### config.mk
export PLATFORM = sky130hd
export DESIGN_NAME = i2c_master_register_access_fsm
export DESIGN_NICKNAME = d
export VERILOG_FILES = /design/src/hw/rtl/i2cm_pkg.sv /design/src/hw/rtl/i2c_master_register_access_fsm.sv /design/src/hw/rtl/i2cm_step.sv
export SDC_FILE = /design/constraint.sdc
export NUM_CORES = 1
export LEC_CHECK = 0
export BUFFER_PORTS_ARGS = -buffer_cell sky130_fd_sc_hd__buf_2
export CAP_MARGIN = 25
export CORE_MARGIN = 2
export CORE_UTILIZATION = 56
export DETAILED_ROUTE_END_ITERATION = 6
export PLACE_DENSITY = 0.81
export SLEW_MARGIN = 20
export SYNTH_ARGS = -nofsm -noshare
export SYNTH_HDL_FRONTEND = slang
export SYNTH_SLANG_ARGS = --single-unit
### constraint.sdc
create_clock -name clk -period 3.45 [get_ports clk]
set_input_delay 0.345 -clock clk [delete_from_list [all_inputs] [get_ports clk]]
set_output_delay 0.345 -clock clk [all_outputs]
set_load 0.02 [all_outputs]
### src/hw/rtl/i2cm_pkg.sv
`default_nettype none

package i2cm_pkg;

  localparam logic [1:0] OP_READ  = 2'd0;
  localparam logic [1:0] OP_WRITE = 2'd1;
  localparam logic [1:0] OP_EVENT = 2'd2;

  localparam logic [2:0] EV_START    = 3'd0;
  localparam logic [2:0] EV_RESTART  = 3'd1;
  localparam logic [2:0] EV_SLAW_ACK = 3'd2;
  localparam logic [2:0] EV_DATA_ACK = 3'd3;
  localparam logic [2:0] EV_SLAR_ACK = 3'd4;
  localparam logic [2:0] EV_BYTE_RX  = 3'd5;

  localparam logic [2:0] ACT_NONE      = 3'd0;
  localparam logic [2:0] ACT_START     = 3'd1;
  localparam logic [2:0] ACT_RSTART    = 3'd2;
  localparam logic [2:0] ACT_SEND      = 3'd3;
  localparam logic [2:0] ACT_RECV_NACK = 3'd4;
  localparam logic [2:0] ACT_STOP      = 3'd5;

  typedef enum logic [7:0] {
    PH_IDLE       = 8'b0000_0001,
    PH_ADDR_WRITE = 8'b0000_0010,
    PH_ADDR_REG   = 8'b0000_0100,
    PH_WRITING    = 8'b0000_1000,
    PH_RSTART     = 8'b0001_0000,
    PH_ADDR_READ  = 8'b0010_0000,
    PH_READING    = 8'b0100_0000,
    PH_STOP       = 8'b1000_0000
  } phase_t;

  typedef struct packed {
    phase_t     phase;
    logic [6:0] target_address;
    logic [7:0] target_register;
    logic [7:0] pending_data;
    logic       read_direction;
    logic       fault_flag;
  } ctx_t;

  typedef struct packed {
    logic [2:0] bus_action;
    logic [7:0] tx_byte;
    logic [7:0] read_data;
    logic       read_valid;
    logic       fault;
    logic       busy_res;
  } result_t;

endpackage

`default_nettype wire

### src/hw/rtl/i2c_master_register_access_fsm.sv
// Channel | Direction | Handshake             | Payload
// in      | input     | in_valid / in_stall   | operation, dev_addr,
//         |           |                       | reg_addr, write_data,
//         |           |                       | bus_event, received_byte
// out     | output    | out_valid / out_stall | bus_action, tx_byte, read_data,
//         |           |                       | read_valid, fault, busy_res
//
// One result per accepted input, one input per cycle while in_stall is low.
// The sequencer state updates at the accepting edge; its result is registered
// into the result register, or into the skid when the output is stalled.
// A two-entry output buffer (result register plus skid) lets input keep
// flowing under output stall until the skid fills; in_stall rises only when both are full.
// Synchronous reset returns the sequencer to idle and empties the buffer.
`default_nettype none

module i2c_master_register_access_fsm (
  input  logic       clk,
  input  logic       rst,
  input  logic       in_valid,
  output logic       in_stall,
  input  logic [1:0] operation,
  input  logic [6:0] dev_addr,
  input  logic [7:0] reg_addr,
  input  logic [7:0] write_data,
  input  logic [2:0] bus_event,
  input  logic [7:0] received_byte,
  output logic       out_valid,
  input  logic       out_stall,
  output logic [2:0] bus_action,
  output logic [7:0] tx_byte,
  output logic [7:0] read_data,
  output logic       read_valid,
  output logic       fault,
  output logic       busy_res
);
  import i2cm_pkg::*;

  ctx_t    ctx;
  ctx_t    ctx_next;
  result_t res_next;
  result_t res;
  result_t skid;
  logic    skid_valid;
  logic    accept;
  logic    take;

  i2cm_step u_step (
    .cur           (ctx),
    .operation     (operation),
    .dev_addr      (dev_addr),
    .reg_addr      (reg_addr),
    .write_data    (write_data),
    .bus_event     (bus_event),
    .received_byte (received_byte),
    .nxt           (ctx_next),
    .res           (res_next)
  );

  assign in_stall = skid_valid;
  assign accept   = in_valid && !skid_valid;
  assign take     = out_valid && !out_stall;

  always_ff @(posedge clk) begin
    if (rst) begin
      ctx.phase           <= PH_IDLE;
      ctx.target_address  <= '0;
      ctx.target_register <= '0;
      ctx.pending_data    <= '0;
      ctx.read_direction  <= 1'b0;
      ctx.fault_flag      <= 1'b0;
    end else if (accept) begin
      ctx <= ctx_next;
    end
  end

  always_ff @(posedge clk) begin
    if (rst) begin
      out_valid  <= 1'b0;
      skid_valid <= 1'b0;
    end else if (skid_valid) begin
      if (take) begin
        res        <= skid;
        skid_valid <= 1'b0;
      end
    end else if (accept) begin
      if (!out_valid || take) begin
        res       <= res_next;
        out_valid <= 1'b1;
      end else begin
        skid       <= res_next;
        skid_valid <= 1'b1;
      end
    end else if (take) begin
      out_valid <= 1'b0;
    end
  end

  assign bus_action = res.bus_action;
  assign tx_byte    = res.tx_byte;
  assign read_data  = res.read_data;
  assign read_valid = res.read_valid;
  assign fault      = res.fault;
  assign busy_res   = res.busy_res;

endmodule

`default_nettype wire

### src/hw/rtl/i2cm_step.sv
`default_nettype none

module i2cm_step (
  input  i2cm_pkg::ctx_t    cur,
  input  logic [1:0]        operation,
  input  logic [6:0]        dev_addr,
  input  logic [7:0]        reg_addr,
  input  logic [7:0]        write_data,
  input  logic [2:0]        bus_event,
  input  logic [7:0]        received_byte,
  output i2cm_pkg::ctx_t    nxt,
  output i2cm_pkg::result_t res
);
  import i2cm_pkg::*;

  logic match;

  always_comb begin
    nxt   = cur;
    res   = '0;
    match = 1'b0;
    case (operation)
      OP_READ, OP_WRITE: begin
        // commands are dropped while a transaction is running
        if (cur.phase == PH_IDLE) begin
          nxt.target_address  = dev_addr;
          nxt.target_register = reg_addr;
          nxt.pending_data    = write_data;
          nxt.read_direction  = (operation == OP_READ);
          nxt.phase           = PH_ADDR_WRITE;
          res.bus_action      = ACT_START;
        end
      end
      OP_EVENT: begin
        case (cur.phase)
          PH_ADDR_WRITE: begin
            if (bus_event == EV_START) begin
              match          = 1'b1;
              res.bus_action = ACT_SEND;
              res.tx_byte    = {cur.target_address, 1'b0};
              nxt.phase      = PH_ADDR_REG;
            end
          end
          PH_ADDR_REG: begin
            if (bus_event == EV_SLAW_ACK) begin
              match          = 1'b1;
              res.bus_action = ACT_SEND;
              res.tx_byte    = cur.target_register;
              nxt.phase      = cur.read_direction ? PH_RSTART : PH_WRITING;
            end
          end
          PH_WRITING: begin
            if (bus_event == EV_DATA_ACK) begin
              match          = 1'b1;
              res.bus_action = ACT_SEND;
              res.tx_byte    = cur.pending_data;
              nxt.phase      = PH_STOP;
            end
          end
          PH_RSTART: begin
            if (bus_event == EV_DATA_ACK) begin
              match          = 1'b1;
              res.bus_action = ACT_RSTART;
              nxt.phase      = PH_ADDR_READ;
            end
          end
          PH_ADDR_READ: begin
            if (bus_event == EV_RESTART) begin
              match          = 1'b1;
              res.bus_action = ACT_SEND;
              res.tx_byte    = {cur.target_address, 1'b1};
              nxt.phase      = PH_READING;
            end
          end
          PH_READING: begin
            if (bus_event == EV_SLAR_ACK) begin
              match          = 1'b1;
              res.bus_action = ACT_RECV_NACK;
            end else if (bus_event == EV_BYTE_RX) begin
              match          = 1'b1;
              res.read_data  = received_byte;
              res.read_valid = 1'b1;
              res.bus_action = ACT_STOP;
              nxt.phase      = PH_IDLE;
            end
          end
          PH_STOP: begin
            // any event closes the bus, fault flag kept
            res.bus_action = ACT_STOP;
            nxt.phase      = PH_IDLE;
          end
          default: begin
            nxt.fault_flag = 1'b0;
          end
        endcase
        if (match) begin
          nxt.fault_flag = 1'b0;
        end else if (res.bus_action == ACT_NONE && nxt.phase != PH_IDLE) begin
          nxt.fault_flag = 1'b1;
          nxt.phase      = PH_STOP;
        end
      end
      default: begin
      end
    endcase
    res.fault    = nxt.fault_flag;
    res.busy_res = (nxt.phase != PH_IDLE);
  end

endmodule

`default_nettype wire

; After elaboration in Yosys (flattened, before gate mapping)
; Index checks and enable logic that the tools add are counted.
[classes]
eq_ne = 19
n_mux = 53
n_bitwise = 3
reduce_logical = 20
[ops]
columns = operator, count
row1 = 22-bit 2-to-1 mux, 4
row2 = 8-bit 2-to-1 mux, 10
row3 = 8-bit case mux with 7 select lines, 1
row4 = 10-bit 2-to-1 mux, 4
row5 = 32-bit 2-to-1 mux, 1
row6 = 8-bit case mux with 4 select lines, 1
row7 = 9-bit 2-to-1 mux, 3
row8 = 3-bit case mux with 7 select lines, 1
row9 = 1-bit 2-to-1 mux, 19
row10 = 17-bit 2-to-1 mux, 1
row11 = "8-bit by 1-bit != test with 1-bit output, second input constant", 2
row12 = 8-bit case mux with 2 select lines, 1
row13 = 3-bit 2-to-1 mux, 3
row14 = "8-bit by 1-bit equality test with 1-bit output, second input constant", 1
row15 = "8-bit by 2-bit equality test with 1-bit output, second input constant", 1
row16 = "8-bit by 3-bit equality test with 1-bit output, second input constant", 1
row17 = "8-bit by 4-bit equality test with 1-bit output, second input constant", 1
row18 = "8-bit by 5-bit equality test with 1-bit output, second input constant", 1
row19 = "8-bit by 6-bit equality test with 1-bit output, second input constant", 1
row20 = "8-bit by 7-bit equality test with 1-bit output, second input constant", 1
row21 = "8-bit equality test, second input constant", 1
row22 = 4-bit AND reduction, 2
row23 = 7-bit OR reduction, 1
row24 = "3-bit by 2-bit equality test with 1-bit output, second input constant", 2
row25 = 18 further kinds, 31
[totals]
regBits = 79
output_inout_bits = 24
wordCells = 115

; Depth between registers and ports, before layout
; Gate-level depths: netlist of the first run.
[logic_depth]
depth_word = 14
depth_mapped = 9

; By module
; A second synthesis of the first run with hierarchy kept.
[unflattened]
cells_unflattened = 410
area_unflattened_um2 = 4459.3
[modules_own_cells]
columns = mod, n_inst, cells_per_inst, area_per_inst_um2
row1 = i2c_master_register_access_fsm, 1, 230, 3204.3
row2 = i2cm_step, 1, 180, 1255.0

; Worst setup path before layout of the first run
; No wires, ideal clock.
[synth_timing]
kind = register to register
start = register ctx[26] in the netlist's numbering
end = register res (netlist bit fault) (data pin)
arrival_time_ps = 2611
path_slack_ps = 561
path_stages_with_launch = 10
path_buffers = 2
synth_period_minus_slack_ps = 2889
cell_sequence = dfxtp_1 > buf_6 > or4_4 > buf_6 > or4_4 > a31oi_4 > a31oi_1 > or4_4 > o21ai_2 > a31oi_1
[synth_between]
elab_chain_len = 12
[synth_rtl]
columns = item, line
row1 = from (decl), i2c_master_register_access_fsm.sv:38  ; ctx_t ctx;
row2 = from (signal assigned), i2c_master_register_access_fsm.sv:72  ; ctx <= ctx_next;
row3 = 8-bit 2-to-1 mux, i2cm_step.sv:79  ; end else if (bus_event == EV_BYTE_RX) begin
row4 = 8-bit 2-to-1 mux, i2cm_step.sv:76  ; if (bus_event == EV_SLAR_ACK) begin
row5 = 8-bit case mux with 7 select lines, i2cm_step.sv:35  ; case (cur.phase)
row6 = 8-bit 2-to-1 mux, i2cm_step.sv:22  ; case (operation)
row7 = 8-bit by 1-bit != test with 1-bit output, i2cm_step.sv:98  ; end else if (res.bus_action == ACT_NONE && nxt.phase != PH_IDLE) begin
row8 = 1-bit logical AND, i2cm_step.sv:98
row9 = 1-bit 2-to-1 mux, i2cm_step.sv:98
row10 = 1-bit 2-to-1 mux (*), i2cm_step.sv:96  ; if (match) begin
row11 = 1-bit 2-to-1 mux (*), i2cm_step.sv:22
row12 = 22-bit 2-to-1 mux (*), i2c_master_register_access_fsm.sv:86  ; if (!out_valid || take) begin
row13 = 22-bit 2-to-1 mux (*), i2c_master_register_access_fsm.sv:85  ; end else if (accept) begin
row14 = 22-bit 2-to-1 mux (*), i2c_master_register_access_fsm.sv:80  ; end else if (skid_valid) begin
row15 = to (signal assigned), i2c_master_register_access_fsm.sv:82  ; res <= skid;
row16 = to (signal assigned), i2c_master_register_access_fsm.sv:87  ; res <= res_next;
row17 = to (decl), i2c_master_register_access_fsm.sv:41  ; result_t res;
; Every way passes the cells marked *; elsewhere a longest branch is shown, timed or not. The select of a mux whose other input is x is not followed.
; A chain may end at the register's enable or synchronous reset.

; Worst setup path in the final report of the first run
[layout_timing]
start = register ctx[32] in the netlist's numbering
end = register res (netlist bit fault) (data pin)
; Same word-level chain as after synthesis.

==> results of run 1 <==
-- layout make-up --
class                   instances  area, sq um  share of cell area (%)
clock buffers                   9          124                    2.85
clock inverters                 7          103                    2.36
inverters                       3         11.3                   0.259
multi-input cells             269         1590                    36.6
flip-flops and latches         79         2020                    46.6
well taps                      77         96.3                    2.22
repair buffers                 74          398                    9.17
-- final timing paths --
kind	start	cells past startpoint	endpoint
setup / recovery	ctx[32]	7	fault
hold / removal	dev_addr[2]	3	ctx[20]
setup reg to reg	ctx[32]	7	fault
hold reg to reg	ctx[8]	2	ctx[8]
-- logic make-up (layout without fill, tap and decap cells) --
logic type,after synthesis,count (layout)
DFF,79,79
AOI/OAI and AO/OA,85,85
buffers and inverters,26,93
and+or+nand+nor,163,163
xor gates and xnor gates,3,3
muxes,18,18
-- metal layers --
layer | track usage (%) | vias up
met3 | 6.42 | 17
met2 | 37.4 | 117
li1 | - | 1478
met1 | 33.8 | 1394
met4 | 9.67 | 0
met5 | 0 | -
-- placed cells by master (no fill, tap or decap), types with 7 or more instances in the layout --
cell type  netlist  routed
nand2_1         78      78
buf_2            2      63
a21oi_1         44      44
edfxtp_1        44      44
dfxtp_1         35      35
nor2_1          22      22
mux2_2          17      17
buf_4            0      11
and2_1          10      10
clkbuf_8         0       9
a22oi_1          8       8
nor3_1           9       7
o21ai_0          7       7
-- sequential cells by signal (all words and copies together) (netlist names) --
register	flops
fault	1
ctx	33
read_valid	1
tx_byte	8
in_stall	1
skid	22
bus_action	3
busy_res	1
out_valid	1
read_data	8
-- through the flow --
step	setup slack [ps]	power [mW]	area, sq um
floorplan	561	1.27	3710
global placement	532	1.34	4110
detailed placement	473	1.34	4110
CTS	464	2.11	4340
global route	345	2.18	4340
finish	460	2.10	4340
-- worst register-to-register path, cell delays in order, from the launching register on --
cell and delay (ps):
dfxtp_1 420, or4_4 600, or4_4 530, a31oi_4 220, a41oi_1 140, or4_4 540
o21ai_2 180, a31oi_1 100
-- report_power, final --
group	total, mW	switching [mW]	internal, mW
clock network	0.779	0.362	0.417
logic	0.259	0.157	0.102
registers	1.07	0.0310	1.04
==> results.cfg, run 1 <==
[clock_tree]
clock_path_buffers = 2
cts_resized = 0
cts_tree = built
postCtsSetupBuffers = 0
h-tree-depth = 3
cts_buffers = 9
clock_sinks = 79
cts_hold_buf = 0
clkTransAtPathRegs_ps = 90
clk_latency_ps = 350
clockRootBuffer = clkbuf_8

[place]
dpl.cell_count = 502
port_buffers = 63
place.gp.congestion = 0.923
hpwl_um = 6020

[flow_run]
cap_violations = 0

[floorplanning]
die_area_sq_um = 7290
start_util_pct = 58.1
core_sq_um = 6390
fp.dieH_um = 85.4
row_count = 29
io-pin-count = 64
die_w_um = 85.4

[drt]
routed_wl_um = 8570
top_layer_used = met4
drt-met1-wl_um = 3840
first_pass_iters = 5
vias = 3006
drtAntennaViolNets = 0
vias_per_cell = 5.80
drc = 0
met3_length_um = 660
wl_met2_um = 3890
wire_per_inst_um = 16.5
first_iter_violations = 212

[setup_path]
reg2reg_setup_slack_ps = 460
cp_top_family = simple AND/OR/NAND/NOR gates
cp_common_cell = or4_4
worstPathRequired_ps = 3540
criticalPathCategory = reg2reg
slowest_stage = or4_4
crit_chain = or4_4 -> or4_4 -> a31oi_4 -> a41oi_1 -> or4_4 -> o21ai_2 -> a31oi_1
path_max_fanout = 11
cp_num_buf_inv = 0
critPathLaunchType = flop
worstPathArrival_ps = 3080
end_kind = flop
critPathMaxStageDelay_ps = 600

[sta]
setup_viol = 0
slew_headroom_pct = 48.9
rsz0062_at_grt = false
holdWs_ps = 221
slew_viol_final = 0
hold_viol = 0
max_freq_mhz = 334
fin_setup_tns_ps = 0
fin_skew_ps = 15.2
min_period_over_period_pct = 86.7
period_minus_slack_ps = 2990
tightestPinTransition_ps = 767

[yosys]
netlist_instances = 374
async_flop_share_pct = 0
post_synth_instance_area_sq_um = 3710
synthAdderAreaFrac_pct = 0
avgSynthCellArea_sq_um = 9.91
synth_top_area_share_pct = 35.6
synth_ff_type = edfxtp_1
synthXorXnorAreaFrac_pct = 0.709
synthesis.nets = 414
synth_top_cell_by_area = edfxtp_1
ys_warn_count = 0
yosysUniqueCellTypes = 53
synth_compound_gate_area_share_pct = 14.3
synth_most_common_cell = nand2_1
ys_ff_latch = 79
synth_commonest_cells = 78 x nand2_1, 44 x a21oi_1, 44 x edfxtp_1
yosys-mux-area-fraction_pct = 5.43
yosys.area_share.simple_pct = 21.9
synth-edff-count = 44
synth_area_leaders = edfxtp_1 36%, dfxtp_1 19%, nand2_1 7.9%
yosysSeqAreaShare_pct = 54.5
synth_top_family_by_area = simple AND/OR/NAND/NOR gates

[layout]
nNetsFinal = 476
syn_to_final_growth_pct = 17.1
nFillCells = 511
antenna_cells = 0
stdcell_count = 518
drive_gt1_share_pct = 27.9
final_util_pct = 68.0

[outcome]
outcome = complete, no violations

[grt]
grt_overflow_total = 0
grt_max_degree = 39
grt_pass1_vias = 2910
grt_pass1_wl_um = 14000
antenna_found_initial = 0
grt_util_all_layers_pct = 24.6

[hold_path]
min_path_type = in2reg

[pwr]
vdd_drop_max_mv = 0.376
power-per-cell-area_nw_per_um2 = 485
leakage_nw = 1.58
(Power assumes the default switching activity.)
==> run 2: changes to the inputs <==
- CELL_PAD_IN_SITES_DETAIL_PLACEMENT: not set -> 1
- CELL_PAD_IN_SITES_GLOBAL_PLACEMENT: not set -> 2
- CORE_UTILIZATION: 56 -> 35
- GPL_TIMING_DRIVEN: not set -> 1
- PLACE_DENSITY: 0.81 -> 0.8
==> run 2 against run 1 <==
Compared with the run above: routed wire length increased by 16%; die area is 57% higher; cell count rose by 12%.
==> results.cfg, run 2 (synthesis gave the netlist of run 1 again) <==
[outcome]
outcome = complete, no violations

[layout]
final_area_sq_um = 4380
layout_common_cells = 78 x nand2_1, 63 x buf_2, 44 x a21oi_1, 44 x edfxtp_1, 35 x dfxtp_1
syn_to_final_growth_pct = 18.2
nFillCells = 1208
drive_gt1_share_pct = 28.2
regArea_sq_um = 2020
biggestRegsByFlops = ctx x33, skid x22
multi_input_area_sq_um = 1590
final_util_pct = 42.4
largest_reg_flops = 33
final_common_cell = nand2_1
antenna_cells = 0
top_register = ctx
nNetsFinal = 478

[drt]
vias = 3024
drc = 0
wire_per_inst_um = 17.1
first_pass_iters = 4
vias_per_cell = 5.22
first_iter_violations = 211
routed_wl_um = 9900
drtAntennaViolNets = 0

[sta]
holdWs_ps = 217
slew_headroom_pct = 48.4
rsz0062_at_grt = false
slew_viol_final = 0
setup_viol = 0
tightestPinTransition_ps = 774
max_freq_mhz = 329
min_period_over_period_pct = 88.0
fin_setup_tns_ps = 0
fin_skew_ps = 20.0
period_minus_slack_ps = 3040
hold_viol = 0

[clock_tree]
clock_sinks = 79
clk_latency_ps = 360
clockRootBuffer = clkbuf_8
cts_resized = 0
cts_buffers = 9
cts_hold_buf = 0
postCtsSetupBuffers = 0
clock_path_buffers = 2
cts_tree = built
clkTransAtPathRegs_ps = 90
h-tree-depth = 3

[pwr]
power-per-cell-area_nw_per_um2 = 453
leakage_nw = 1.57
vdd_drop_max_mv = 0.199

[floorplanning]
row_count = 37
fp.dieH_um = 107
die_w_um = 107
start_util_pct = 35.9
io-pin-count = 64
core_sq_um = 10300
die_area_sq_um = 11400

[setup_path]
worstPathArrival_ps = 3140
rr_worst_depth = 7
end_kind = flop
worstPathRequired_ps = 3560
path_max_fanout = 11
reg2reg_setup_slack_ps = 410
criticalPathCategory = reg2reg
r2r_end = busy_res
r2r_start = ctx[32]
endpoint = busy_res
critPathLaunchType = flop
startpoint = ctx[32]

[hold_path]
whs_path_depth = 3
min_path_type = in2reg
worstHoldStart = dev_addr[6]

[grt]
grt_overflow_total = 0
antenna_found_initial = 0
grt_max_degree = 39
grt_util_all_layers_pct = 18.2
grt_pass1_vias = 3002
grt_pass1_wl_um = 16000

[place]
port_buffers = 63
hpwl_um = 7210
place.gp.congestion = 0.868
post_dp_cell_area_sq_um = 4200

[flow_run]
cap_violations = 0
[run 2: cell count changes in the layout (fill, tap and decap cells not counted), sizes merged]
cell / delta
bufinv: -2
buf: +2
clkinv: +2
[run 2: power by group]
group          total, mW  leakage, nW  switching [mW]  internal [mW]
registers           1.07        0.694          0.0309           1.04
clock network      0.652       0.0919           0.382          0.270
logic              0.266        0.786           0.162          0.104
total               1.99         1.57           0.575           1.41
[run 2: critical path, stage by stage, from the launching register on]
cell and delay [ps]:
dfxtp_1 430, or4_4 600, or4_4 530, a31oi_4 230, a41oi_1 160, or4_4 540
nor3_2 200, o21ai_1 80
[run 2: worst min-delay path by stage]
stage	endpoint	slack, ps
2_1_floorplan	ctx[3]	440
3_3_place_gp	ctx[19]	440
3_5_place_dp	ctx[19]	450
4_1_cts	ctx[24]	210
5_1_grt	ctx[24]	210
6_report	ctx[24]	220
[run 2: metal layers]
layer | vias up | track usage (%) | share of wire, %
met1 | 1437 | 25.2 | 48
li1 | 1478 | - | -
met4 | 0 | 6.03 | 1.8
met3 | 15 | 4.38 | 5.4
met5 | - | 0 | 0
met2 | 94 | 28.0 | 45
[run 2: metrics by stage]
stage	worst slack [ps]	cells	power [mW]
5_1_grt	353	579	2.08
4_1_cts	457	579	2.00
6_report	414	579	1.99
2_1_floorplan	561	374	1.27
3_3_place_gp	539	563	1.35
3_5_place_dp	465	563	1.36
[run 2: layout make-up]
class / instances / area share [%]
Sequential cell: 79 / 46.1
Multi-Input combinational cell: 269 / 36.2
Timing Repair Buffer: 76 / 9.42
Tap cell: 136 / 3.88
Clock buffer: 9 / 2.83
Clock inverter: 7 / 1.26
Inverter: 3 / 0.257
==> run 3: changes to the inputs <==
- RECOVER_POWER: not set -> 100
==> run 3 against run 2 <==
Compared with the run above: critical path depth did not move; worst setup slack got worse by 130 ps; clock power barely moved; sequential share of layout area rose by 0.97 points; cell count did not move; flip-flop and latch count did not move; maximum frequency fell by 4.0%; largest cell class unchanged; highest routed layer unchanged.
==> results.cfg, run 3 (synthesis gave the netlist of run 1 again) <==
[outcome]
outcome = complete, no violations

[sta]
fin_setup_tns_ps = 0
tightestPinTransition_ps = 937
max_freq_mhz = 316
slew_viol_final = 0
setup_viol = 0
hold_viol = 0
fin_skew_ps = 19.1
rsz0062_at_grt = false
min_period_over_period_pct = 91.7
period_minus_slack_ps = 3160
slew_headroom_pct = 37.5

[place]
place.gp.congestion = 0.868
port_buffers = 63
hpwl_um = 7210

[grt]
grt_pass1_wl_um = 16000
grt_overflow_total = 0
antenna_found_initial = 0
grt_pass1_vias = 3002
grt_max_degree = 39
grt_util_all_layers_pct = 18.2

[setup_path]
path_max_fanout = 9
cp_num_buf_inv = 0
criticalPathCategory = reg2reg
cp_common_cell = or4_1
cp_top_family = simple AND/OR/NAND/NOR gates
crit_chain = or4_1 -> or4_1 -> a31oi_4 -> a41oi_1 -> or4_4 -> nor3_2 -> o21ai_1
startpoint = ctx[25]
slowest_stage = or4_1
r2r_start = ctx[25]
critPathMaxStageDelay_ps = 700
end_kind = flop
critPathLaunchType = flop
worstPathRequired_ps = 3560
worstPathArrival_ps = 3270

[hold_path]
worstHoldStart = dev_addr[6]
min_path_type = in2reg

[pwr]
leakage_nw = 1.45
vdd_drop_max_mv = 0.195
power-per-cell-area_nw_per_um2 = 460

[layout]
biggestRegsByFlops = ctx x33, skid x22
final_common_cell = nand2_1
layout_common_cells = 78 x nand2_1, 44 x a21oi_1, 44 x edfxtp_1
final_util_pct = 41.6
largest_reg_flops = 33
syn_to_final_growth_pct = 15.8
drive_gt1_share_pct = 19.2
nNetsFinal = 478
regArea_sq_um = 2020
antenna_cells = 0
top_register = ctx
nFillCells = 1216
multi_input_area_sq_um = 1560

[clock_tree]
cts_resized = 0
cts_hold_buf = 0
cts_tree = built
postCtsSetupBuffers = 0
clk_latency_ps = 360
clock_sinks = 79
h-tree-depth = 3
clkTransAtPathRegs_ps = 100
cts_buffers = 9
clockRootBuffer = clkbuf_8
clock_path_buffers = 2

[drt]
wire_per_inst_um = 17.2
first_iter_violations = 168
routed_wl_um = 9970
first_pass_iters = 4
drtAntennaViolNets = 0
vias_per_cell = 5.21
drc = 0
vias = 3019

[floorplanning]
fp.dieH_um = 107
die_w_um = 107
start_util_pct = 35.9
row_count = 37
die_area_sq_um = 11400
io-pin-count = 64
core_sq_um = 10300

[flow_run]
cap_violations = 0
run 3: cell types whose count changed in the layout (fill, tap and decap cells not counted), sizes merged:
cell,previous run,this run
buf,76,43
clkbuf,9,42
run 3: per-layer routing:
metal / up-vias / share of wire, % / GRT usage, %
met5: - / 0 / 0
met4: 0 / 1.8 / 6.03
met3: 15 / 5.2 / 4.38
met2: 92 / 45 / 28.0
met1: 1433 / 48 / 25.2
li1: 1479 / - / -
run 3: tightest hold or removal path, delay by kind of cell:
kind	cells	cell delay [ps]
buffers and inverters	1	90
AOI/OAI and AO/OA	1	50
and+or+nand+nor	1	50
run 3: report_power, final:
group / total, mW / switching [mW] / internal (mW)
combinational: 0.252 / 0.160 / 0.0926
clock: 0.652 / 0.381 / 0.270
sequential: 1.07 / 0.0310 / 1.04
total: 1.97 / 0.572 / 1.40
run 3: final cells by class:
cell class	instances	area share, %
Sequential cell	79	47.1
Inverter	3	0.262
Tap cell	136	3.97
Multi-Input combinational cell	269	36.4
Clock buffer	9	2.89
Timing Repair Buffer	76	8.13
Clock inverter	7	1.28
run 3: through the flow:
step	setup WS [ps]	total power [mW]	hold WS, ps	area [sq um]	cells
2_1_floorplan	561	1.27	436	3710	374
3_3_place_gp	539	1.35	442	4200	563
5_1_grt	184	2.07	212	4290	579
4_1_cts	457	2.00	206	4380	579
3_5_place_dp	465	1.36	450	4200	563
6_report	286	1.97	216	4290	579
run 3: path summary, 6_finish.rpt:
| path | cells past startpoint | slack, ps | end |
|---|---|---|---|
| worst min register to register | 2 | 460 | ctx[2] |
| worst max-delay path | 7 | 290 | busy_res |
| worst min-delay path | 3 | 220 | ctx[24] |
| worst max register to register | 7 | 290 | busy_res |
